## src/hw/rtl/ppg_pkg.sv

```systemverilog
// Shared types, constants and trigonometry helpers for the plasma pixel generator.
// Depends on nothing; every other file in hw/rtl imports it.
`timescale 1ns / 1ps
`default_nettype none

package ppg_pkg;

   // Request codes carried on req_type.
   localparam logic REQ_TICK  = 1'b0;
   localparam logic REQ_PIXEL = 1'b1;

   // Configuration register indexes.
   localparam int unsigned CSR_INDEX_W = 2;
   localparam logic [CSR_INDEX_W-1:0] CSR_START_COLOUR = 2'd0;
   localparam logic [CSR_INDEX_W-1:0] CSR_END_COLOUR   = 2'd1;

   // Field widths.
   localparam int unsigned COORD_W     = 6;
   localparam int unsigned COLOUR_W    = 24;
   localparam int unsigned CHANNEL_W   = 8;
   localparam int unsigned NUM_CHANNELS = 3;
   localparam int unsigned INDEX_OUT_W = 8;

   // Palette size default.
   localparam int unsigned COLOURS_DEFAULT = 256;

   // Phase counters run over degrees 0..359.
   localparam int unsigned PHASE_W    = 9;
   localparam logic [PHASE_W-1:0] PHASE_LAST   = 9'd359;
   localparam logic [PHASE_W-1:0] PHASE_FULL   = 9'd360;
   localparam logic [PHASE_W-1:0] PHASE_HALF   = 9'd180;
   localparam logic [PHASE_W-1:0] PHASE_3QTR   = 9'd270;
   localparam logic [PHASE_W-1:0] PHASE_QUARTER = 9'd90;

   // Q1.15 trig samples and Q7.16 amplitudes.
   localparam int unsigned TRIG_W = 16;
   localparam int unsigned AMP_W  = 24;
   localparam logic signed [AMP_W-1:0] ROW_AMP_RESET = 24'sd3866624;  // 59.0
   localparam logic signed [AMP_W-1:0] COL_AMP_RESET = 24'sd655360;   // 10.0
   localparam logic signed [AMP_W-1:0] ROW_AMP_BASE  = 24'sd1310720;  // 20.0
   localparam logic signed [AMP_W-1:0] COL_AMP_BASE  = 24'sd655360;   // 10.0
   localparam logic signed [AMP_W-1:0] AMP_GAIN      = 24'sd78;       // 39.0 scaled to Q16/Q15

   // Plasma term arithmetic: Q31 terms, Q16 magnitudes, integer product.
   localparam int unsigned TERM_W     = 42;
   localparam logic signed [TERM_W-1:0] ROW_OFFSET = 42'sd4294967296;  // 2.0 in Q31
   localparam logic signed [TERM_W-1:0] COL_OFFSET = 42'sd6442450944;  // 3.0 in Q31
   localparam int unsigned MAG_SHIFT  = 15;
   localparam int unsigned MAG_W      = 22;
   localparam int unsigned PLASMA_SHIFT = 32;
   localparam int unsigned PLASMA_W   = 12;
   localparam int unsigned MOD_SHIFT  = 2 * PLASMA_W;

   // Quarter-wave sine table, 0..90 degrees.
   localparam int unsigned QTR_DEPTH = 91;
   localparam int unsigned QTR_IDX_W = $clog2(QTR_DEPTH);
   localparam int unsigned QTR_W     = 15;
   localparam logic [63:0] PI_Q30    = 64'd3373259426;

   typedef logic [QTR_W-1:0] quarter_table_type [0:QTR_DEPTH-1];

   typedef struct packed {
      logic [PHASE_W-1:0]      sine_phase;
      logic [PHASE_W-1:0]      cosine_phase;
      logic signed [AMP_W-1:0] row_amplitude;
      logic signed [AMP_W-1:0] column_amplitude;
   } phase_state_type;

   // Taylor series in Q30, rounded to Q15 and clipped below one.
   function automatic quarter_table_type build_quarter_sine();
      quarter_table_type tbl;
      logic [63:0]        x;
      logic [63:0]        x2;
      logic [63:0]        term;
      logic signed [63:0] sum;
      logic signed [63:0] v;
      for (int d = 0; d < QTR_DEPTH; d++) begin
         x = (64'(d) * PI_Q30) / 64'd180;
         x2 = (x * x) >> 30;
         term = x;
         sum = signed'(x);
         for (int k = 1; k <= 8; k++) begin
            term = (term * x2) >> 30;
            // Each new term is divided by (2k)(2k+1).
            case (k)
               1:       term = term / 64'd6;
               2:       term = term / 64'd20;
               3:       term = term / 64'd42;
               4:       term = term / 64'd72;
               5:       term = term / 64'd110;
               6:       term = term / 64'd156;
               7:       term = term / 64'd210;
               default: term = term / 64'd272;
            endcase
            if ((k & 1) != 0) begin
               sum = sum - signed'(term);
            end else begin
               sum = sum + signed'(term);
            end
         end
         if (sum < 0) begin
            sum = 64'sd0;
         end
         v = (sum + 64'sd16384) >>> 15;
         if (v > 64'sd32767) begin
            v = 64'sd32767;
         end
         tbl[d] = v[QTR_W-1:0];
      end
      return tbl;
   endfunction

   localparam quarter_table_type QUARTER_SINE = build_quarter_sine();

   // Sine of an angle in 0..359 degrees, Q1.15, folded onto the quarter table.
   function automatic logic signed [TRIG_W-1:0] sine_q15(input logic [PHASE_W-1:0] deg);
      logic [QTR_IDX_W-1:0] idx;
      logic                 neg;
      logic signed [TRIG_W-1:0] mag;
      if (deg <= PHASE_QUARTER) begin
         idx = QTR_IDX_W'(deg);
         neg = 1'b0;
      end else if (deg <= PHASE_HALF) begin
         idx = QTR_IDX_W'(PHASE_HALF - deg);
         neg = 1'b0;
      end else if (deg <= PHASE_3QTR) begin
         idx = QTR_IDX_W'(deg - PHASE_HALF);
         neg = 1'b1;
      end else begin
         idx = QTR_IDX_W'(PHASE_FULL - deg);
         neg = 1'b1;
      end
      mag = signed'({1'b0, QUARTER_SINE[idx]});
      return neg ? -mag : mag;
   endfunction

   // Cosine as the sine a quarter turn ahead.
   function automatic logic signed [TRIG_W-1:0] cosine_q15(input logic [PHASE_W-1:0] deg);
      logic [PHASE_W-1:0] ahead;
      ahead = (deg >= PHASE_3QTR) ? (deg - PHASE_3QTR) : (deg + PHASE_QUARTER);
      return sine_q15(ahead);
   endfunction

endpackage

`default_nettype wire

```

## src/hw/rtl/ppg_wave.sv

```systemverilog
// Five-stage plasma function pipeline: table angles, trig lookup, scaled terms,
// Q16 magnitudes and their integer product. Depends on ppg_pkg.
`timescale 1ns / 1ps
`default_nettype none

module ppg_wave (
   input  logic                           clock,
   input  logic                           reset,
   input  logic                           in_valid,
   output logic                           in_ready,
   input  logic [ppg_pkg::COORD_W-1:0]    pixel_x,
   input  logic [ppg_pkg::COORD_W-1:0]    pixel_y,
   input  ppg_pkg::phase_state_type       phase_state,
   output logic                           out_valid,
   input  logic                           out_ready,
   output logic [ppg_pkg::PLASMA_W-1:0]   out_plasma
);
   import ppg_pkg::*;

   localparam int unsigned STAGES = 5;
   localparam int unsigned SUM_W  = PHASE_W + 1;

   logic [STAGES-1:0] valid_ff;
   logic [STAGES-1:0] valid_in;
   logic [STAGES-1:0] stage_ready;
   logic [STAGES-1:0] load;

   // Stage 1: table angles and amplitude snapshot.
   logic [PHASE_W-1:0]      sin_angle_ff, sin_angle_in;
   logic [PHASE_W-1:0]      cos_angle_ff, cos_angle_in;
   logic signed [AMP_W-1:0] row_amp1_ff, col_amp1_ff;
   logic [SUM_W-1:0]        sin_sum, cos_sum;
   // Stage 2: trig samples.
   logic signed [TRIG_W-1:0] sin_ff, sin_in;
   logic signed [TRIG_W-1:0] cos_ff, cos_in;
   logic signed [AMP_W-1:0]  row_amp2_ff, col_amp2_ff;
   // Stage 3: Q31 terms.
   logic signed [TERM_W-1:0] row_term_ff, row_term_in;
   logic signed [TERM_W-1:0] col_term_ff, col_term_in;
   // Stage 4: Q16 magnitudes.
   logic [MAG_W-1:0] row_mag_ff, row_mag_in;
   logic [MAG_W-1:0] col_mag_ff, col_mag_in;
   logic [TERM_W-1:0] row_abs, col_abs;
   // Stage 5: integer plasma value.
   logic [PLASMA_W-1:0]      plasma_ff, plasma_in;
   logic [2*MAG_W-1:0]       mag_product;

   // Each stage moves on when it is empty or the stage after it moves.
   always_comb begin
      stage_ready[STAGES-1] = !valid_ff[STAGES-1] || out_ready;
      for (int s = STAGES - 2; s >= 0; s--) begin
         stage_ready[s] = !valid_ff[s] || stage_ready[s+1];
      end
   end

   assign valid_in = {valid_ff[STAGES-2:0], in_valid};
   assign load     = stage_ready & valid_in;

   always_ff @(posedge clock) begin
      if (reset) begin
         valid_ff <= '0;
      end else begin
         for (int s = 0; s < STAGES; s++) begin
            if (stage_ready[s]) begin
               valid_ff[s] <= valid_in[s];
            end
         end
      end
   end

   // Angles wrap modulo 360; the cosine angle already carries its quarter turn.
   always_comb begin
      sin_sum = SUM_W'(phase_state.sine_phase) + SUM_W'(pixel_y);
      cos_sum = SUM_W'(phase_state.cosine_phase) + SUM_W'(pixel_x) + SUM_W'(PHASE_QUARTER);
      sin_angle_in = (sin_sum >= SUM_W'(PHASE_FULL)) ? PHASE_W'(sin_sum - SUM_W'(PHASE_FULL))
                                                     : PHASE_W'(sin_sum);
      cos_angle_in = (cos_sum >= SUM_W'(PHASE_FULL)) ? PHASE_W'(cos_sum - SUM_W'(PHASE_FULL))
                                                     : PHASE_W'(cos_sum);
   end

   // Trig lookup from the quarter table.
   always_comb begin
      sin_in = sine_q15(sin_angle_ff);
      cos_in = sine_q15(cos_angle_ff);
   end

   // Amplitude times sample plus the constant offset, all in Q31.
   always_comb begin
      row_term_in = TERM_W'(row_amp2_ff) * TERM_W'(sin_ff) + ROW_OFFSET;
      col_term_in = TERM_W'(col_amp2_ff) * TERM_W'(cos_ff) + COL_OFFSET;
   end

   // Absolute value truncated to Q16.
   always_comb begin
      row_abs = row_term_ff[TERM_W-1] ? TERM_W'(-row_term_ff) : TERM_W'(row_term_ff);
      col_abs = col_term_ff[TERM_W-1] ? TERM_W'(-col_term_ff) : TERM_W'(col_term_ff);
      row_mag_in = row_abs[MAG_SHIFT +: MAG_W];
      col_mag_in = col_abs[MAG_SHIFT +: MAG_W];
   end

   // Product of the two Q16 magnitudes, integer part.
   always_comb begin
      mag_product = (2*MAG_W)'(row_mag_ff) * (2*MAG_W)'(col_mag_ff);
      plasma_in   = mag_product[PLASMA_SHIFT +: PLASMA_W];
   end

   always_ff @(posedge clock) begin
      if (load[0]) begin
         sin_angle_ff <= sin_angle_in;
         cos_angle_ff <= cos_angle_in;
         row_amp1_ff  <= phase_state.row_amplitude;
         col_amp1_ff  <= phase_state.column_amplitude;
      end
      if (load[1]) begin
         sin_ff      <= sin_in;
         cos_ff      <= cos_in;
         row_amp2_ff <= row_amp1_ff;
         col_amp2_ff <= col_amp1_ff;
      end
      if (load[2]) begin
         row_term_ff <= row_term_in;
         col_term_ff <= col_term_in;
      end
      if (load[3]) begin
         row_mag_ff <= row_mag_in;
         col_mag_ff <= col_mag_in;
      end
      if (load[4]) begin
         plasma_ff <= plasma_in;
      end
   end

   assign in_ready   = stage_ready[0];
   assign out_valid  = valid_ff[STAGES-1];
   assign out_plasma = plasma_ff;

endmodule

`default_nettype wire

```

## config.mk

```make
export PLATFORM = sky130hd
export DESIGN_NAME = ppg_wave
export DESIGN_NICKNAME = d
export VERILOG_FILES = /design/src/hw/rtl/ppg_pkg.sv /design/src/hw/rtl/ppg_wave.sv
export SDC_FILE = /design/constraint.sdc
export NUM_CORES = 2
export LEC_CHECK = 0
export BUFFER_PORTS_ARGS = -buffer_cell sky130_fd_sc_hd__buf_2
export CORE_AREA = 4 4 388 390
export CTS_BUF_LIST = sky130_fd_sc_hd__clkbuf_4
export DETAILED_ROUTE_END_ITERATION = 8
export DIE_AREA = 0 0 392 394
export REMOVE_ABC_BUFFERS = 1
export SLEW_MARGIN = 15
export SYNTH_ARGS = -nofsm -noshare
export SYNTH_HDL_FRONTEND = slang
export SYNTH_SLANG_ARGS = --single-unit
```

## constraint.sdc

```tcl
create_clock -name clock -period 10.3 [get_ports clock]
set_clock_uncertainty 0.1 [all_clocks]
set_input_delay 0.515 -clock clock [delete_from_list [all_inputs] [get_ports clock]]
set_output_delay 0.515 -clock clock [all_outputs]
set_load 0.01 [all_outputs]
```

==> impl_metrics.json <==
{
  "post_layout_nonfiller_instances": 8164,
  "num_vias": 41800,
  "asyncSetResetFlopFracSynth": 0,
  "maximum_clock_path_buffer_count": 3,
  "critPathRequiredTime_ps": 10910,
  "ys_seq_elements": 283,
  "syn-instance-count": 6167,
  "cts_sinks": 283,
  "clock_latency_on_the_worst_skew_pair_ps": 970,
  "placeableCoreArea_mm2": 0.147,
  "yosysWarningCount": 0,
  "post-route-period-util": 0.828,
  "ys_dominant_reg_cell": "sky130_fd_sc_hd__edfxtp_1",
  "netlist_area_mm2": 0.0584,
  "timing_worst_slew_pin_value_ps": 1160,
  "synth_top_cells_by_count": "sky130_fd_sc_hd__inv_1 (1344), sky130_fd_sc_hd__fa_1 (1169), sky130_fd_sc_hd__nand2_1 (839)",
  "n_fill_cell": 14500,
  "drt_first_iter_violations": 2848,
  "route.detailed.vias_per_inst": 5.12,
  "cts_tree": "built",
  "clk_pin_slew_ps": 60,
  "gr-usage-all-layers": 0.196,
  "yosysSeqAreaShare": 0.145,
  "setup_violations": 0,
  "ctsRootBufferMaster": "sky130_fd_sc_hd__clkbuf_4",
  "holdCritPathClass": "input pin to register",
  "worstPathArrival_ps": 9130,
  "grt_setup_unrepaired": "false",
  "synth-xor-area-share": 0.0285,
  "slew_violations": 0,
  "sequential_cell_area_mm2": 0.00845,
  "grt_pass1_vias": 45400,
  "finish.net_count": 7839,
  "initial_antenna_violation_count": 8,
  "worstSetupEndpointType": "register",
  "final.min_clock_period_ps": 8530,
  "place_inst": 7934,
  "initial_core_util": 0.397,
  "layout-area-overhead-vs-synth_pct": 6.81,
  "timing.max_cap.violations": 0,
  "synthAdderAreaFrac": 0.491,
  "area_share_of_the_largest_cell_type_after_synthesis": 0.401,
  "share_of_the_synthesized_area_in_compound_gates_ao_oa_aoi_oai": 0.0794,
  "netlist-cell-type-count": 89,
  "buffer_ports.inserted": 95,
  "route.final.wire_length_um": 145000,
  "post_synth_and_or_nand_nor_area_fraction": 0.146,
  "cts_buffers": 82,
  "achievable_frequency_mhz": 117,
  "detail_placement_hpwl_um": 113000,
  "post-synth-top-count-cell": "sky130_fd_sc_hd__inv_1",
  "floorplan.die.height_um": 394,
  "yosys-mux-area-fraction": 0.00356,
  "num_ports": 96,
  "slew-limit-headroom": 0.224,
  "synth_enable_flop_cells": 278,
  "cts_repair_resize_count": 0,
  "dieArea_mm2": 0.154,
  "pin_count_of_the_biggest_net_entering_global_routing": 68,
  "drt.antenna.violating_nets": 0,
  "drt_first_pass_iters": 6,
  "globalRoute.totalOverflow": 0,
  "cts_setup_buffers": 0,
  "remaining_drc_errors": 0,
  "final_layout_size_suffix_gt1_frac": 0.0504,
  "run_status": "finished, final reports clean",
  "die_w_um": 392,
  "setup_tns_ps": 0,
  "yosys.area.top_type": "sky130_fd_sc_hd__fa_1",
  "timing_hold_violations_final": 0,
  "timing_worst_setup_path_type": "register to register",
  "synth_top_cells_by_area": "sky130_fd_sc_hd__fa_1 (40%), sky130_fd_sc_hd__edfxtp_1 (14%), sky130_fd_sc_hd__ha_1 (9.0%)",
  "grt_pass1_wl_um": 243000,
  "crit_path_start_kind": "register",
  "global_placement_routability_congestion": 0.894,
  "reg2reg_setup_slack_ps": 1770,
  "worstPathMaxFanout": 17,
  "syn_area_per_cell_um2": 9.47,
  "dominant_combinational_cell_family_by_area_after_synthesis": "adder cells",
  "multi_input_logic_area_mm2": 0.0438,
  "cts-htree-levels": 3,
  "num_rows": 141,
  "routed_wire_length_per_instance_um": 17.8
}
## critical path, stage by stage, from the launching register on
cell and delay (ps):
sky130_fd_sc_hd__edfxtp_1 660, sky130_fd_sc_hd__clkinv_1 730, sky130_fd_sc_hd__nor2_1 330, sky130_fd_sc_hd__fa_1 460, sky130_fd_sc_hd__fa_1 480, sky130_fd_sc_hd__fa_1 490
sky130_fd_sc_hd__inv_1 60, sky130_fd_sc_hd__fa_1 530, sky130_fd_sc_hd__fa_1 440, sky130_fd_sc_hd__fa_1 490, sky130_fd_sc_hd__inv_1 40, sky130_fd_sc_hd__ha_1 340
sky130_fd_sc_hd__o21ai_0 110, sky130_fd_sc_hd__nand2b_1 100, sky130_fd_sc_hd__a21oi_1 80, sky130_fd_sc_hd__o31ai_1 290, sky130_fd_sc_hd__o21bai_1 200, sky130_fd_sc_hd__a221oi_1 140
sky130_fd_sc_hd__a211oi_1 670, sky130_fd_sc_hd__a21oi_1 280, sky130_fd_sc_hd__o21ai_0 590, sky130_fd_sc_hd__a221oi_1 220, sky130_fd_sc_hd__xnor2_1 410
## metal layers
layer / GRT usage / vias to the layer above / part of all wire
met3: 0.0279 / 198 / 0.058
li1: - / 19100 / -
met1: 0.269 / 21400 / 0.44
met2: 0.325 / 1204 / 0.48
met4: 0.0539 / 0 / 0.024
met5: 0 / - / 0
## registers in the layout (all words and copies together) (netlist names)
name	cells
out_plasma	12
row_mag_ff	22
col_amp2_ff	24
cos_ff	16
valid_ff	5
cos_angle_ff	9
row_term_ff	38
col_term_ff	38
sin_ff	16
col_amp1_ff	24
row_amp2_ff	24
row_amp1_ff	24
sin_angle_ff	9
col_mag_ff	22
## area by class of cell
class | instances | share of cell area
well taps | 1930 | 0.0387
inverters | 1352 | 0.0814
repair buffers | 214 | 0.0251
flip-flops and latches | 283 | 0.135
clock buffers | 112 | 0.0135
diodes | 6 | 0.000241
clock inverters | 34 | 0.00407
multi-input cells | 4233 | 0.702
## cells in the final DEF, fill, tap and decap left out, types with 26 or more instances in the layout
master                             n
sky130_fd_sc_hd__o31ai_1          26
sky130_fd_sc_hd__nand3_1          45
sky130_fd_sc_hd__buf_4            41
sky130_fd_sc_hd__and2_1          505
sky130_fd_sc_hd__ha_1            422
sky130_fd_sc_hd__dlygate4sd3_1    78
sky130_fd_sc_hd__nand4_1          26
sky130_fd_sc_hd__o21ai_0         119
sky130_fd_sc_hd__a21o_1           62
sky130_fd_sc_hd__fa_1           1169
sky130_fd_sc_hd__nand2_1         839
sky130_fd_sc_hd__xor2_1           42
sky130_fd_sc_hd__clkbuf_4        112
sky130_fd_sc_hd__buf_2            95
sky130_fd_sc_hd__a21oi_1         153
sky130_fd_sc_hd__edfxtp_1        278
sky130_fd_sc_hd__a211oi_1         37
sky130_fd_sc_hd__nor2_1          160
sky130_fd_sc_hd__o211ai_1         40
sky130_fd_sc_hd__nand2b_1         40
sky130_fd_sc_hd__nor3_1           34
sky130_fd_sc_hd__xnor2_1         145
sky130_fd_sc_hd__inv_1          1344
## stage by stage
step	cell area, µm²	hold WS, ps	util	setup slack (ps)
after global placement	60500	300	0.411	1730
after CTS	62400	7.63	0.424	1660
final	62400	162	0.424	1770
after floorplan	57200	300	-	3260
after detailed placement	60500	305	0.411	1660
after global routing	62400	95.6	0.424	1140
## logic make-up after synthesis
group / Yosys count
adders and majority gates: 1591
xor gates and xnor gates: 189
AOI/OAI and AO/OA: 678
muxes: 19
DFF: 283
buffers and inverters: 1651
and+or+nand+nor: 1756
## final timing paths
check / from / to / cells after the start
worst min register to register: row_amp1_ff[12] / row_amp2_ff[12] / 0
worst min-delay path: phase_state[33] / row_amp1_ff[9] / 2
worst max register to register: sin_ff[15] / row_term_ff[40] / 22
worst max-delay path: sin_ff[15] / row_term_ff[40] / 22
## what timing repair did
item                                   4_1_cts  5_1_grt
hold buffers                                78        0
endpoints found under the hold margin       69        0
setup endpoints to repair                    0        0
Power is left out: the tool's default activity adds up to more than one toggle a clock period on the data nets, which glitch-free logic cannot reach.
