<file path="src/hw/rtl/ppg_pkg.sv">
// Shared types, constants and trigonometry helpers for the plasma pixel generator.
// Depends on nothing; every other file in hw/rtl imports it.
`timescale 1ns / 1ps
`default_nettype none

package ppg_pkg;

   // Request codes carried on req_type.
   localparam logic REQ_TICK  = 1'b0;
   localparam logic REQ_PIXEL = 1'b1;

   // Configuration register indexes.
   localparam int unsigned CSR_INDEX_W = 2;
   localparam logic [CSR_INDEX_W-1:0] CSR_START_COLOUR = 2'd0;
   localparam logic [CSR_INDEX_W-1:0] CSR_END_COLOUR   = 2'd1;

   // Field widths.
   localparam int unsigned COORD_W     = 6;
   localparam int unsigned COLOUR_W    = 24;
   localparam int unsigned CHANNEL_W   = 8;
   localparam int unsigned NUM_CHANNELS = 3;
   localparam int unsigned INDEX_OUT_W = 8;

   // Palette size default.
   localparam int unsigned COLOURS_DEFAULT = 256;

   // Phase counters run over degrees 0..359.
   localparam int unsigned PHASE_W    = 9;
   localparam logic [PHASE_W-1:0] PHASE_LAST   = 9'd359;
   localparam logic [PHASE_W-1:0] PHASE_FULL   = 9'd360;
   localparam logic [PHASE_W-1:0] PHASE_HALF   = 9'd180;
   localparam logic [PHASE_W-1:0] PHASE_3QTR   = 9'd270;
   localparam logic [PHASE_W-1:0] PHASE_QUARTER = 9'd90;

   // Q1.15 trig samples and Q7.16 amplitudes.
   localparam int unsigned TRIG_W = 16;
   localparam int unsigned AMP_W  = 24;
   localparam logic signed [AMP_W-1:0] ROW_AMP_RESET = 24'sd3866624;  // 59.0
   localparam logic signed [AMP_W-1:0] COL_AMP_RESET = 24'sd655360;   // 10.0
   localparam logic signed [AMP_W-1:0] ROW_AMP_BASE  = 24'sd1310720;  // 20.0
   localparam logic signed [AMP_W-1:0] COL_AMP_BASE  = 24'sd655360;   // 10.0
   localparam logic signed [AMP_W-1:0] AMP_GAIN      = 24'sd78;       // 39.0 scaled to Q16/Q15

   // Plasma term arithmetic: Q31 terms, Q16 magnitudes, integer product.
   localparam int unsigned TERM_W     = 42;
   localparam logic signed [TERM_W-1:0] ROW_OFFSET = 42'sd4294967296;  // 2.0 in Q31
   localparam logic signed [TERM_W-1:0] COL_OFFSET = 42'sd6442450944;  // 3.0 in Q31
   localparam int unsigned MAG_SHIFT  = 15;
   localparam int unsigned MAG_W      = 22;
   localparam int unsigned PLASMA_SHIFT = 32;
   localparam int unsigned PLASMA_W   = 12;
   localparam int unsigned MOD_SHIFT  = 2 * PLASMA_W;

   // Quarter-wave sine table, 0..90 degrees.
   localparam int unsigned QTR_DEPTH = 91;
   localparam int unsigned QTR_IDX_W = $clog2(QTR_DEPTH);
   localparam int unsigned QTR_W     = 15;
   localparam logic [63:0] PI_Q30    = 64'd3373259426;

   typedef logic [QTR_W-1:0] quarter_table_type [0:QTR_DEPTH-1];

   typedef struct packed {
      logic [PHASE_W-1:0]      sine_phase;
      logic [PHASE_W-1:0]      cosine_phase;
      logic signed [AMP_W-1:0] row_amplitude;
      logic signed [AMP_W-1:0] column_amplitude;
   } phase_state_type;

   // Taylor series in Q30, rounded to Q15 and clipped below one.
   function automatic quarter_table_type build_quarter_sine();
      quarter_table_type tbl;
      logic [63:0]        x;
      logic [63:0]        x2;
      logic [63:0]        term;
      logic signed [63:0] sum;
      logic signed [63:0] v;
      for (int d = 0; d < QTR_DEPTH; d++) begin
         x = (64'(d) * PI_Q30) / 64'd180;
         x2 = (x * x) >> 30;
         term = x;
         sum = signed'(x);
         for (int k = 1; k <= 8; k++) begin
            term = (term * x2) >> 30;
            // Each new term is divided by (2k)(2k+1).
            case (k)
               1:       term = term / 64'd6;
               2:       term = term / 64'd20;
               3:       term = term / 64'd42;
               4:       term = term / 64'd72;
               5:       term = term / 64'd110;
               6:       term = term / 64'd156;
               7:       term = term / 64'd210;
               default: term = term / 64'd272;
            endcase
            if ((k & 1) != 0) begin
               sum = sum - signed'(term);
            end else begin
               sum = sum + signed'(term);
            end
         end
         if (sum < 0) begin
            sum = 64'sd0;
         end
         v = (sum + 64'sd16384) >>> 15;
         if (v > 64'sd32767) begin
            v = 64'sd32767;
         end
         tbl[d] = v[QTR_W-1:0];
      end
      return tbl;
   endfunction

   localparam quarter_table_type QUARTER_SINE = build_quarter_sine();

   // Sine of an angle in 0..359 degrees, Q1.15, folded onto the quarter table.
   function automatic logic signed [TRIG_W-1:0] sine_q15(input logic [PHASE_W-1:0] deg);
      logic [QTR_IDX_W-1:0] idx;
      logic                 neg;
      logic signed [TRIG_W-1:0] mag;
      if (deg <= PHASE_QUARTER) begin
         idx = QTR_IDX_W'(deg);
         neg = 1'b0;
      end else if (deg <= PHASE_HALF) begin
         idx = QTR_IDX_W'(PHASE_HALF - deg);
         neg = 1'b0;
      end else if (deg <= PHASE_3QTR) begin
         idx = QTR_IDX_W'(deg - PHASE_HALF);
         neg = 1'b1;
      end else begin
         idx = QTR_IDX_W'(PHASE_FULL - deg);
         neg = 1'b1;
      end
      mag = signed'({1'b0, QUARTER_SINE[idx]});
      return neg ? -mag : mag;
   endfunction

   // Cosine as the sine a quarter turn ahead.
   function automatic logic signed [TRIG_W-1:0] cosine_q15(input logic [PHASE_W-1:0] deg);
      logic [PHASE_W-1:0] ahead;
      ahead = (deg >= PHASE_3QTR) ? (deg - PHASE_3QTR) : (deg + PHASE_QUARTER);
      return sine_q15(ahead);
   endfunction

endpackage

`default_nettype wire

</file>
<file path="src/hw/rtl/ppg_phase.sv">
// Animation state: the two degree counters and the two Q7.16 amplitudes.
// Depends on ppg_pkg for the trig helpers and state type.
`timescale 1ns / 1ps
`default_nettype none

module ppg_phase (
   input  logic                     clock,
   input  logic                     reset,
   input  logic                     tick,
   output ppg_pkg::phase_state_type phase_state
);
   import ppg_pkg::*;

   logic [PHASE_W-1:0]      sine_phase_ff, sine_phase_in;
   logic [PHASE_W-1:0]      cosine_phase_ff, cosine_phase_in;
   logic signed [AMP_W-1:0] row_amp_ff, row_amp_in;
   logic signed [AMP_W-1:0] col_amp_ff, col_amp_in;

   // Advance both counters by one degree and rescale the amplitudes.
   always_comb begin
      sine_phase_in   = (sine_phase_ff == PHASE_LAST) ? '0 : sine_phase_ff + 1'b1;
      cosine_phase_in = (cosine_phase_ff == PHASE_LAST) ? '0 : cosine_phase_ff + 1'b1;
      row_amp_in = ROW_AMP_BASE + AMP_W'(cosine_q15(cosine_phase_in)) * AMP_GAIN;
      col_amp_in = COL_AMP_BASE + AMP_W'(sine_q15(sine_phase_in)) * AMP_GAIN;
   end

   always_ff @(posedge clock) begin
      if (reset) begin
         sine_phase_ff   <= '0;
         cosine_phase_ff <= '0;
         row_amp_ff      <= ROW_AMP_RESET;
         col_amp_ff      <= COL_AMP_RESET;
      end else if (tick) begin
         sine_phase_ff   <= sine_phase_in;
         cosine_phase_ff <= cosine_phase_in;
         row_amp_ff      <= row_amp_in;
         col_amp_ff      <= col_amp_in;
      end
   end

   assign phase_state.sine_phase       = sine_phase_ff;
   assign phase_state.cosine_phase     = cosine_phase_ff;
   assign phase_state.row_amplitude    = row_amp_ff;
   assign phase_state.column_amplitude = col_amp_ff;

endmodule

`default_nettype wire

</file>
<file path="config.mk">
export PLATFORM = sky130hd
export DESIGN_NAME = ppg_phase
export DESIGN_NICKNAME = d
export VERILOG_FILES = /design/src/hw/rtl/ppg_pkg.sv /design/src/hw/rtl/ppg_phase.sv
export SDC_FILE = /design/constraint.sdc
export NUM_CORES = 1
export LEC_CHECK = 0
export BUFFER_PORTS_ARGS = -buffer_cell sky130_fd_sc_hd__buf_4
export CAP_MARGIN = 10
export CORE_MARGIN = 3
export CORE_UTILIZATION = 32
export DETAILED_ROUTE_END_ITERATION = 16
export MAX_ROUTING_LAYER = met4
export PLACE_DENSITY = 0.53
export SYNTH_ARGS = -nofsm -noshare
export SYNTH_HDL_FRONTEND = slang
export SYNTH_SLANG_ARGS = --single-unit
</file>
<file path="constraint.sdc">
create_clock -name clock -period 21.7 [get_ports clock]
set_input_delay 1.085 -clock clock [delete_from_list [all_inputs] [get_ports clock]]
set_output_delay 1.085 -clock clock [all_outputs]
set_load 0.05 [all_outputs]
</file>
==> results of run 1 <==
-- state kept, by name, indices dropped and copies added (netlist names) --
name             flops
col_amp_ff          23
row_amp_ff          23
cosine_phase_ff      9
sine_phase_ff        9
-- cell type report --
| class | count | share of cell area |
|---|---|---|
| Inverter | 159 | 0.0411 |
| Multi-Input combinational cell | 1441 | 0.759 |
| Timing Repair Buffer | 87 | 0.0446 |
| Sequential cell | 64 | 0.0875 |
| Tap cell | 532 | 0.0455 |
| Clock inverter | 7 | 0.00701 |
| Clock buffer | 9 | 0.0154 |
-- path summary, 6_finish.rpt --
path | from | cells past startpoint | endpoint | slack, ns
hold / removal | col_amp_ff[19] | 1 | col_amp_ff[19] | 0.47
setup / recovery | cosine_phase_ff[0] | 52 | row_amp_ff[23] | 7.94
hold reg to reg | col_amp_ff[19] | 1 | col_amp_ff[19] | 0.47
setup reg to reg | cosine_phase_ff[0] | 52 | row_amp_ff[23] | 7.94
-- metrics by stage --
step,worst slack [ns],hold slack (ns)
floorplan,10.10,0.669
global placement,8.68,0.449
detailed placement,8.15,0.454
CTS,8.11,0.473
global route,6.89,0.494
finish,7.94,0.467
-- cells by family (layout without fill, tap and decap cells) --
family          after synthesis  after routing  share of synthesized area
xor+xnor                    111            111                     0.0778
simple gates                507            507                      0.185
other cells                   1              2                   0.000276
buf+inv                     289            262                     0.0899
compound gates              580            580                      0.307
flops                        64             64                     0.0942
fa+ha+maj                   204            204                      0.217
mux                          37             37                     0.0287
-- cell usage after synthesis, types with 19 or more instances --
master / n / share of area
ha_1: 150 / 0.14
o21bai_1: 23 / 0.013
xnor2_1: 71 / 0.046
mux2i_1: 33 / 0.024
dfxtp_1: 64 / 0.094
fa_1: 54 / 0.079
o211ai_1: 33 / 0.018
a21o_1: 19 / 0.010
clkbuf_1: 60 / 0.017
o21ai_0: 88 / 0.032
nand2_1: 104 / 0.029
nand4_1: 19 / 0.0087
nor3_1: 53 / 0.019
buf_2: 46 / 0.017
nand3_1: 47 / 0.017
a211oi_1: 46 / 0.025
inv_1: 153 / 0.042
nor2_1: 170 / 0.047
a31oi_1: 22 / 0.010
xor2_1: 33 / 0.021
a21oi_1: 125 / 0.046
-- metal layers --
layer	vias to the layer above	track usage	routed length, um
met5	-	-	0
met4	0	0.0543	1120
met3	95	0.0362	2930
met2	525	0.305	19500
met1	6329	0.270	20400
li1	6481	-	-
-- report_power, final --
part	leakage [nW]	switching [mW]	total (mW)	internal [mW]
sequential	0.526	0.0149	0.165	0.150
combinational	5.44	1.30	2.20	0.899
clock	0.157	0.0710	0.173	0.102
total	6.12	1.39	2.54	1.15
==> reports/qor.yml, run 1 <==
status:
  status: "completed"
die:
  die_y_um: 212
  core_um2: 41400
  die_area_um2: 45000
  row_count: 74
  die_w_um: 212
  io_pins: 69
  start_util: 0.329
synthesis:
  synth.avg_cell_area_um2: 7.59
  synth-main-ff-cell: "dfxtp_1"
  synth-seq-cells: 64
  syn_area_um2: 13600
  synthCells: 1793
  synth_edf_count: 0
  ys_types: 112
  ys_seq_area_frac: 0.0942
  async_flop_share: 0
  yosys_warnings: 0
layout:
  final_common_cell: "nor2_1"
  fillers: 4330
  seq_area_um2: 1280
  layout.nets: 1969
  final_cell_mix: "169 x nor2_1, 152 x inv_1, 150 x ha_1"
  fin_area_um2: 14600
  fin_util: 0.354
  instances_no_fill: 2299
  layout-drive-gt1-share: 0.104
  multi_input_area_um2: 11100
  area_growth_pct: 7.62
  n_antenna_cell: 0
routing:
  dr.pass1.iters: 12
  routed_via_density: 5.84
  vias: 13430
  initialDrtViolationCount: 1485
  remaining_drc_errors: 0
  postRouteWirelength_mm: 43.9
  routedWlPerCell_um: 19.1
  antenna_left: 0
place:
  dp_cells: 2283
  portBuffers: 66
  gp_congestion: 0.972
  placed_area_um2: 14300
  dp_hpwl_mm: 32.1
sta:
  rsz0062_at_grt: "false"
  hold_violations: 0
  max-slew-margin-rel: 0.213
  maxSlewViolCount: 0
  min_period_over_period: 0.634
  tightest_slew_ns: 1.17
  setup_tns_ns: 0
  min_period_ns: 13.76
  setup_viol: 0
  fin_worst_skew_ns: 0.0135
  fmax_ghz: 0.0727
clock_network:
  post-cts-setup-buffers: 0
  cts_max_level: 3
  cts.sinks: 64
  cts_tree: "yes"
  clockBufferDepth: 2
  clk_transition_reported_paths_ns: 0.07
  cts_resized: 0
  clock_latency_ns: 0.39
  ctsHoldBuffers: 0
  cts_made_buffers: 9
  clock_tree.root_cell: "clkbuf_16"
grt:
  grt_overflow: 0
  antenna_found_initial: 0
  grt_pass1_vias: 12694
  grt_max_degree: 65
  track_usage: 0.199
  grt_first_pass_wirelength_mm: 70.8
worst_setup_path:
  crit_family: "compound AO/OA/AOI/OAI gates"
  end_kind: "flip-flop"
  arrival_ns: 14.04
  crit_fanout: 20
  cp_slowest_cell: "nor3_1"
  cp_data_required_time_ns: 21.98
  path_class: "reg -> reg"
  path_common_cell: "ha_1"
  critPathBufInv: 8
  startpoint_type: "flip-flop"
  cpPeakStageDelay_ns: 0.64
job:
  maxCapViolCount: 0
power_and_ir_drop:
  power_density_nw_per_um2: 173
  ir_worst_vdd_mv: 0.271
  p_leak_nw: 6.12
  power_mw: 2.54
worst_hold_path:
  hold_class: "reg -> reg"
(Power assumes the default switching activity.)
==> run 2, diff against run 1 <==
ABC_AREA = 1   (was default)
PLACE_DENSITY = 0.55   (was 0.53)
clock period = 12.12 ns   (was 21.7 ns; I/O delays follow)
==> reports/qor.yml, run 2 <==
grt:
  grt_overflow: 0  # unchanged
  grt_max_degree: 86  # +32%
  track_usage: 0.194  # -0.00487
  grt_pass1_vias: 12517  # -1.4%
  grt_first_pass_wirelength_mm: 64.8  # -8.4%
  antenna_found_initial: 0  # unchanged
routing:
  remaining_drc_errors: 0  # unchanged
  routed_via_density: 5.18  # -11%
  vias: 13349  # -0.60%
  routedWlPerCell_um: 15.2  # -20%
  dr.pass1.iters: 6  # -6
  initialDrtViolationCount: 1266  # -15%
  antenna_left: 0  # unchanged
  postRouteWirelength_mm: 39.2  # -11%
synthesis:
  syn_area_um2: 12600  # -7.7%
  synth.avg_cell_area_um2: 6.16  # -19%
  yosysTopAreaCell: "nand2_1"
  async_flop_share: 0  # unchanged
  synthTopCellsByCount: "503 x nand2_1, 275 x inv_1, 259 x nand3_1"
  ys_types: 51  # -54%
  yosys_warnings: 0  # unchanged
  synth-main-ff-cell: "dfxtp_1"
  synth_edf_count: 0  # unchanged
  synth-seq-cells: 64  # unchanged
  synth_top_area_frac: 0.150  # +0.0124
  yosys-top-cells-area: "nand2_1 15%, ha_1 15%, nand3_1 10%"
  ys_seq_area_frac: 0.102  # +0.00786
  yosysMostFrequentCell: "nand2_1"
  synthCells: 2038  # +14%
clock_network:
  cts.sinks: 64  # unchanged
  clock_latency_ns: 0.37  # -0.02 ns
  cts_made_buffers: 9  # unchanged
  clockBufferDepth: 2  # unchanged
  cts_tree: "yes"
  clock_tree.root_cell: "clkbuf_16"
  clk_transition_reported_paths_ns: 0.07  # about the same
  cts_max_level: 3  # unchanged
  ctsHoldBuffers: 0  # unchanged
die:
  die_w_um: 204  # -3.8%
  die_y_um: 204  # -3.8%
  core_um2: 38200  # -7.7%
  row_count: 71  # -4.1%
  start_util: 0.329  # about the same
  die_area_um2: 41600  # -7.5%
  io_pins: 69  # unchanged
sta:
  fin_worst_skew_ns: 0.00980  # -0.00368 ns
  rsz0062_at_grt: "false"
  tightest_slew_ns: 0.958  # -0.215 ns
  maxSlewViolCount: 0  # unchanged
  setup_tns_ns: 0  # unchanged
  min_period_ns: 11.01  # -2.75 ns
  min_period_over_period: 0.909  # +0.274
  max-slew-margin-rel: 0.362  # +0.149
  fmax_ghz: 0.0908  # +25%
  setup_viol: 0  # unchanged
  hold_violations: 0  # unchanged
layout:
  layout.nets: 2270  # +15%
  fillers: 4213  # -2.7%
  multi_input_area_um2: 9780  # -12%
  area_growth_pct: 9.83
  n_antenna_cell: 0  # unchanged
  largestRegisters: "col_amp_ff (23), row_amp_ff (23)"
  layout-drive-gt1-share: 0.0928  # -0.0107
  final_common_cell: "nand2_1"
  instances_no_fill: 2579  # +12%
  seq_area_um2: 1280  # unchanged
  final_cell_mix: "503 x nand2_1, 274 x inv_1, 259 x nand3_1"
worst_setup_path:
  crit_family: "simple AND/OR/NAND/NOR gates"
  cpPeakStageDelay_ns: 0.53  # -0.11 ns
  reg2reg_slack_ns: 1.11  # -6.83 ns
  startpoint_type: "flip-flop"
  arrival_ns: 11.28  # -2.76 ns
  cp_data_required_time_ns: 12.39  # -9.59 ns
  path_common_cell: "nand2_1"
  critPathBufInv: 11  # +3
  crit_fanout: 23  # +15%
  cp_slowest_cell: "fa_1"
  end_kind: "flip-flop"
  path_class: "reg -> reg"
status:
  status: "completed"
worst_hold_path:
  hold_class: "reg -> reg"
place:
  gp_congestion: 1.02  # +5.3%
  dp_cells: 2557  # +12%
  portBuffers: 66  # unchanged
  dp_hpwl_mm: 30.1  # -6.2%
job:
  maxCapViolCount: 0  # unchanged
-- run 2: cell types whose count changed in the layout (fill, tap and decap cells not counted), sizes merged, moves of 19 or more --
| cell | previous run | this run |
|---|---|---|
| inv | 160 | 298 |
| a31oi | 25 | 6 |
| nand2 | 105 | 541 |
| o211ai | 37 | 17 |
| o21ai | 99 | 129 |
| nor3 | 55 | 5 |
| xnor2 | 76 | 21 |
| mux2i | 33 | 0 |
| a211oi | 49 | 0 |
| nand3 | 47 | 266 |
-- run 2: cell type report --
class | count | share of cell area
Inverter | 299 | 0.0817
Sequential cell | 64 | 0.0929
Timing Repair Buffer | 81 | 0.0441
Clock inverter | 7 | 0.00926
Multi-Input combinational cell | 1608 | 0.709
Clock buffer | 9 | 0.0163
Tap cell | 511 | 0.0464
-- run 2: cell families (layout without fill, tap and decap cells) --
logic type,Yosys count,after routing,share of synthesized area
AND/OR/NAND/NOR,1041,1041,0.363
buffers and inverters,367,396,0.119
AO/OA/AOI/OAI,288,288,0.129
adder cells (fa/ha/maj),204,204,0.236
XOR/XNOR,73,73,0.0509
flip-flops,64,64,0.102
other,1,2,0.000299
-- run 2: metrics by stage --
step            util  hold WS, ns  setup slack [ns]  area [um2]
2_1_floorplan      -        0.690              2.96       12600
3_3_place_gp   0.350        0.455              1.02       13400
3_5_place_dp   0.350        0.460             0.971       13400
4_1_cts        0.360        0.476             0.921       13700
5_1_grt        0.361        0.511            0.0692       13800
6_report       0.361        0.474              1.11       13800
-- run 2: layer usage --
layer	up-vias	global-route usage	part of all wire
met2	513	0.298	0.43
met3	97	0.0276	0.064
li1	6630	-	-
met1	6109	0.263	0.47
met5	-	-	0
met4	0	0.0654	0.034
-- run 2: path summary, 6_finish.rpt --
kind | start | to | cells past startpoint
max | sine_phase_ff[0] | col_amp_ff[23] | 55
min | col_amp_ff[19] | col_amp_ff[19] | 2
max reg2reg | sine_phase_ff[0] | col_amp_ff[23] | 55
min reg2reg | col_amp_ff[19] | col_amp_ff[19] | 2
-- run 2: timing repair --
action,4_1_cts,5_1_grt
gates resized for setup,0,1
buffers inserted,0,6
setup endpoints to repair,0,4
-- run 2: worst min-delay path, cell delays in order, from the launching register on --
cell,delay [ns]
dfxtp_1,0.33
a21oi_1,0.06
nand2_1,0.06
Power of run 2 is not shown: default switching activity piles up to over one toggle a cycle in this logic, so the estimate is an artifact.
==> run 3, diff against run 2 <==
CORE_UTILIZATION = 50   (was 32)
PLACE_DENSITY = 0.76   (was 0.55)
==> reports/qor.yml, run 3 (synthesis results as in run 2) <==
status:
  status: "completed"
grt:
  grt_pass1_vias: 12741  # +1.8%
  grt_overflow: 0  # unchanged
  track_usage: 0.278  # +0.0835
  antenna_found_initial: 0  # unchanged
  grt_first_pass_wirelength_mm: 60.9  # -6.0%
  grt_max_degree: 50  # -42%
layout:
  area_growth_pct: 6.95
  final_cell_mix: "503 x nand2_1, 275 x inv_1, 259 x nand3_1"
  fin_area_um2: 13400  # -2.6%
  layout.nets: 2261  # -0.40%
  n_antenna_cell: 0  # unchanged
  layout-drive-gt1-share: 0.0884  # -0.00445
  final_common_cell: "nand2_1"
  largestRegisters: "col_amp_ff (23), row_amp_ff (23)"
  fin_util: 0.547  # +0.186
worst_setup_path:
  startpoint_type: "flip-flop"
  path_class: "reg -> reg"
  reg2reg_slack_ns: 1.23  # +0.12 ns
  arrival_ns: 11.13  # -0.15 ns
  cpPeakStageDelay_ns: 0.51  # -0.02 ns
  r2r_cells: 57  # +3.6%
  reg2reg_to: "col_amp_ff[23]"
  cp_slowest_cell: "fa_1"
  crit_family: "simple AND/OR/NAND/NOR gates"
  timing.rr.start: "sine_phase_ff[1]"
  path_common_cell: "nand2_1"
  cp_data_required_time_ns: 12.37  # -0.02 ns
  critPathBufInv: 9  # -2
  crit_fanout: 23  # unchanged
  end_kind: "flip-flop"
clock_network:
  clock_latency_ns: 0.35  # -0.02 ns
  cts_made_buffers: 9  # unchanged
  clock_tree.root_cell: "clkbuf_16"
  cts_max_level: 3  # unchanged
  post-cts-setup-buffers: 0  # unchanged
  clk_transition_reported_paths_ns: 0.07  # about the same
  clockBufferDepth: 2  # unchanged
  cts.sinks: 64  # unchanged
  ctsHoldBuffers: 0  # unchanged
  cts_resized: 0  # unchanged
  cts_tree: "yes"
place:
  portBuffers: 66  # unchanged
  dp_hpwl_mm: 27.7  # -7.9%
  placed_area_um2: 13100  # -1.9%
  gp_congestion: 1.12  # +9.8%
routing:
  routedWlPerCell_um: 15.3  # +0.62%
  remaining_drc_errors: 0  # unchanged
  postRouteWirelength_mm: 36.4  # -7.0%
  routed_via_density: 5.65  # +9.2%
  initialDrtViolationCount: 1601  # +26%
  dr.pass1.iters: 5  # -1
  antenna_left: 0  # unchanged
  vias: 13470  # +0.91%
worst_hold_path:
  min_from: "row_amp_ff[18]"
  holdPathStages: 2  # unchanged
  min_to: "row_amp_ff[18]"
  hold_class: "reg -> reg"
sta:
  hold_ws_ns: 0.491  # +0.0173 ns
  min_period_ns: 10.89  # -0.124 ns
  maxSlewViolCount: 0  # unchanged
  rsz0062_at_grt: "false"
  fmax_ghz: 0.0918  # +1.1%
  setup_tns_ns: 0  # unchanged
  tightest_slew_ns: 1.14  # +0.178 ns
  hold_violations: 0  # unchanged
  min_period_over_period: 0.898  # -0.0102
  max-slew-margin-rel: 0.242  # -0.119
  setup_viol: 0  # unchanged
  fin_worst_skew_ns: 0.0148  # +0.00503 ns
die:
  io_pins: 69  # unchanged
  start_util: 0.512  # +0.183
  die_w_um: 164  # -19%
  core_um2: 24500  # -36%
  row_count: 57  # -20%
  die_area_um2: 27000  # -35%
  die_y_um: 164  # -19%
job:
  maxCapViolCount: 0  # unchanged
[run 3: cell type report]
class                   instances  area, um2
clock buffers                   9        225
clock inverters                 7       71.3
fillers                      2451      11100
inverters                     299       1120
multi-input cells            1608       9780
flip-flops and latches         64       1280
well taps                     324        405
repair buffers                 72        541
[run 3: tightest hold or removal path, delay by kind of cell (launching register included)]
kind	cells	cell delay (ns)
compound gates	1	0.08
buf+inv	1	0.05
flops	1	0.34
[run 3: per-stage QoR]
step	setup WS, ns	std cells
2_1_floorplan	2.96	2039
6_report	1.23	2383
5_1_grt	0.294	2383
3_5_place_dp	1.44	2367
3_3_place_gp	1.49	2367
4_1_cts	1.37	2383
[run 3: layer usage]
metal / track usage / wire length, um
met1: 0.363 / 16000
met2: 0.447 / 16600
met3: 0.0243 / 2570
met4: 0.111 / 1280
met5: - / 0
[run 3: worst max-delay path by stage]
| stage | startpoint | to | slack, ns | cells past startpoint |
|---|---|---|---|---|
| final | sine_phase_ff[1] | col_amp_ff[23] | 1.23 | 57 |
| after global routing | sine_phase_ff[1] | col_amp_ff[23] | 0.29 | 60 |
| after CTS | sine_phase_ff[1] | col_amp_ff[23] | 1.37 | 57 |
| after detailed placement | sine_phase_ff[1] | col_amp_ff[23] | 1.44 | 57 |
| after global placement | sine_phase_ff[1] | col_amp_ff[23] | 1.49 | 57 |
| after floorplan | sine_phase_ff[0] | col_amp_ff[23] | 2.96 | 56 |
Power of run 3 is left out for the same reason.
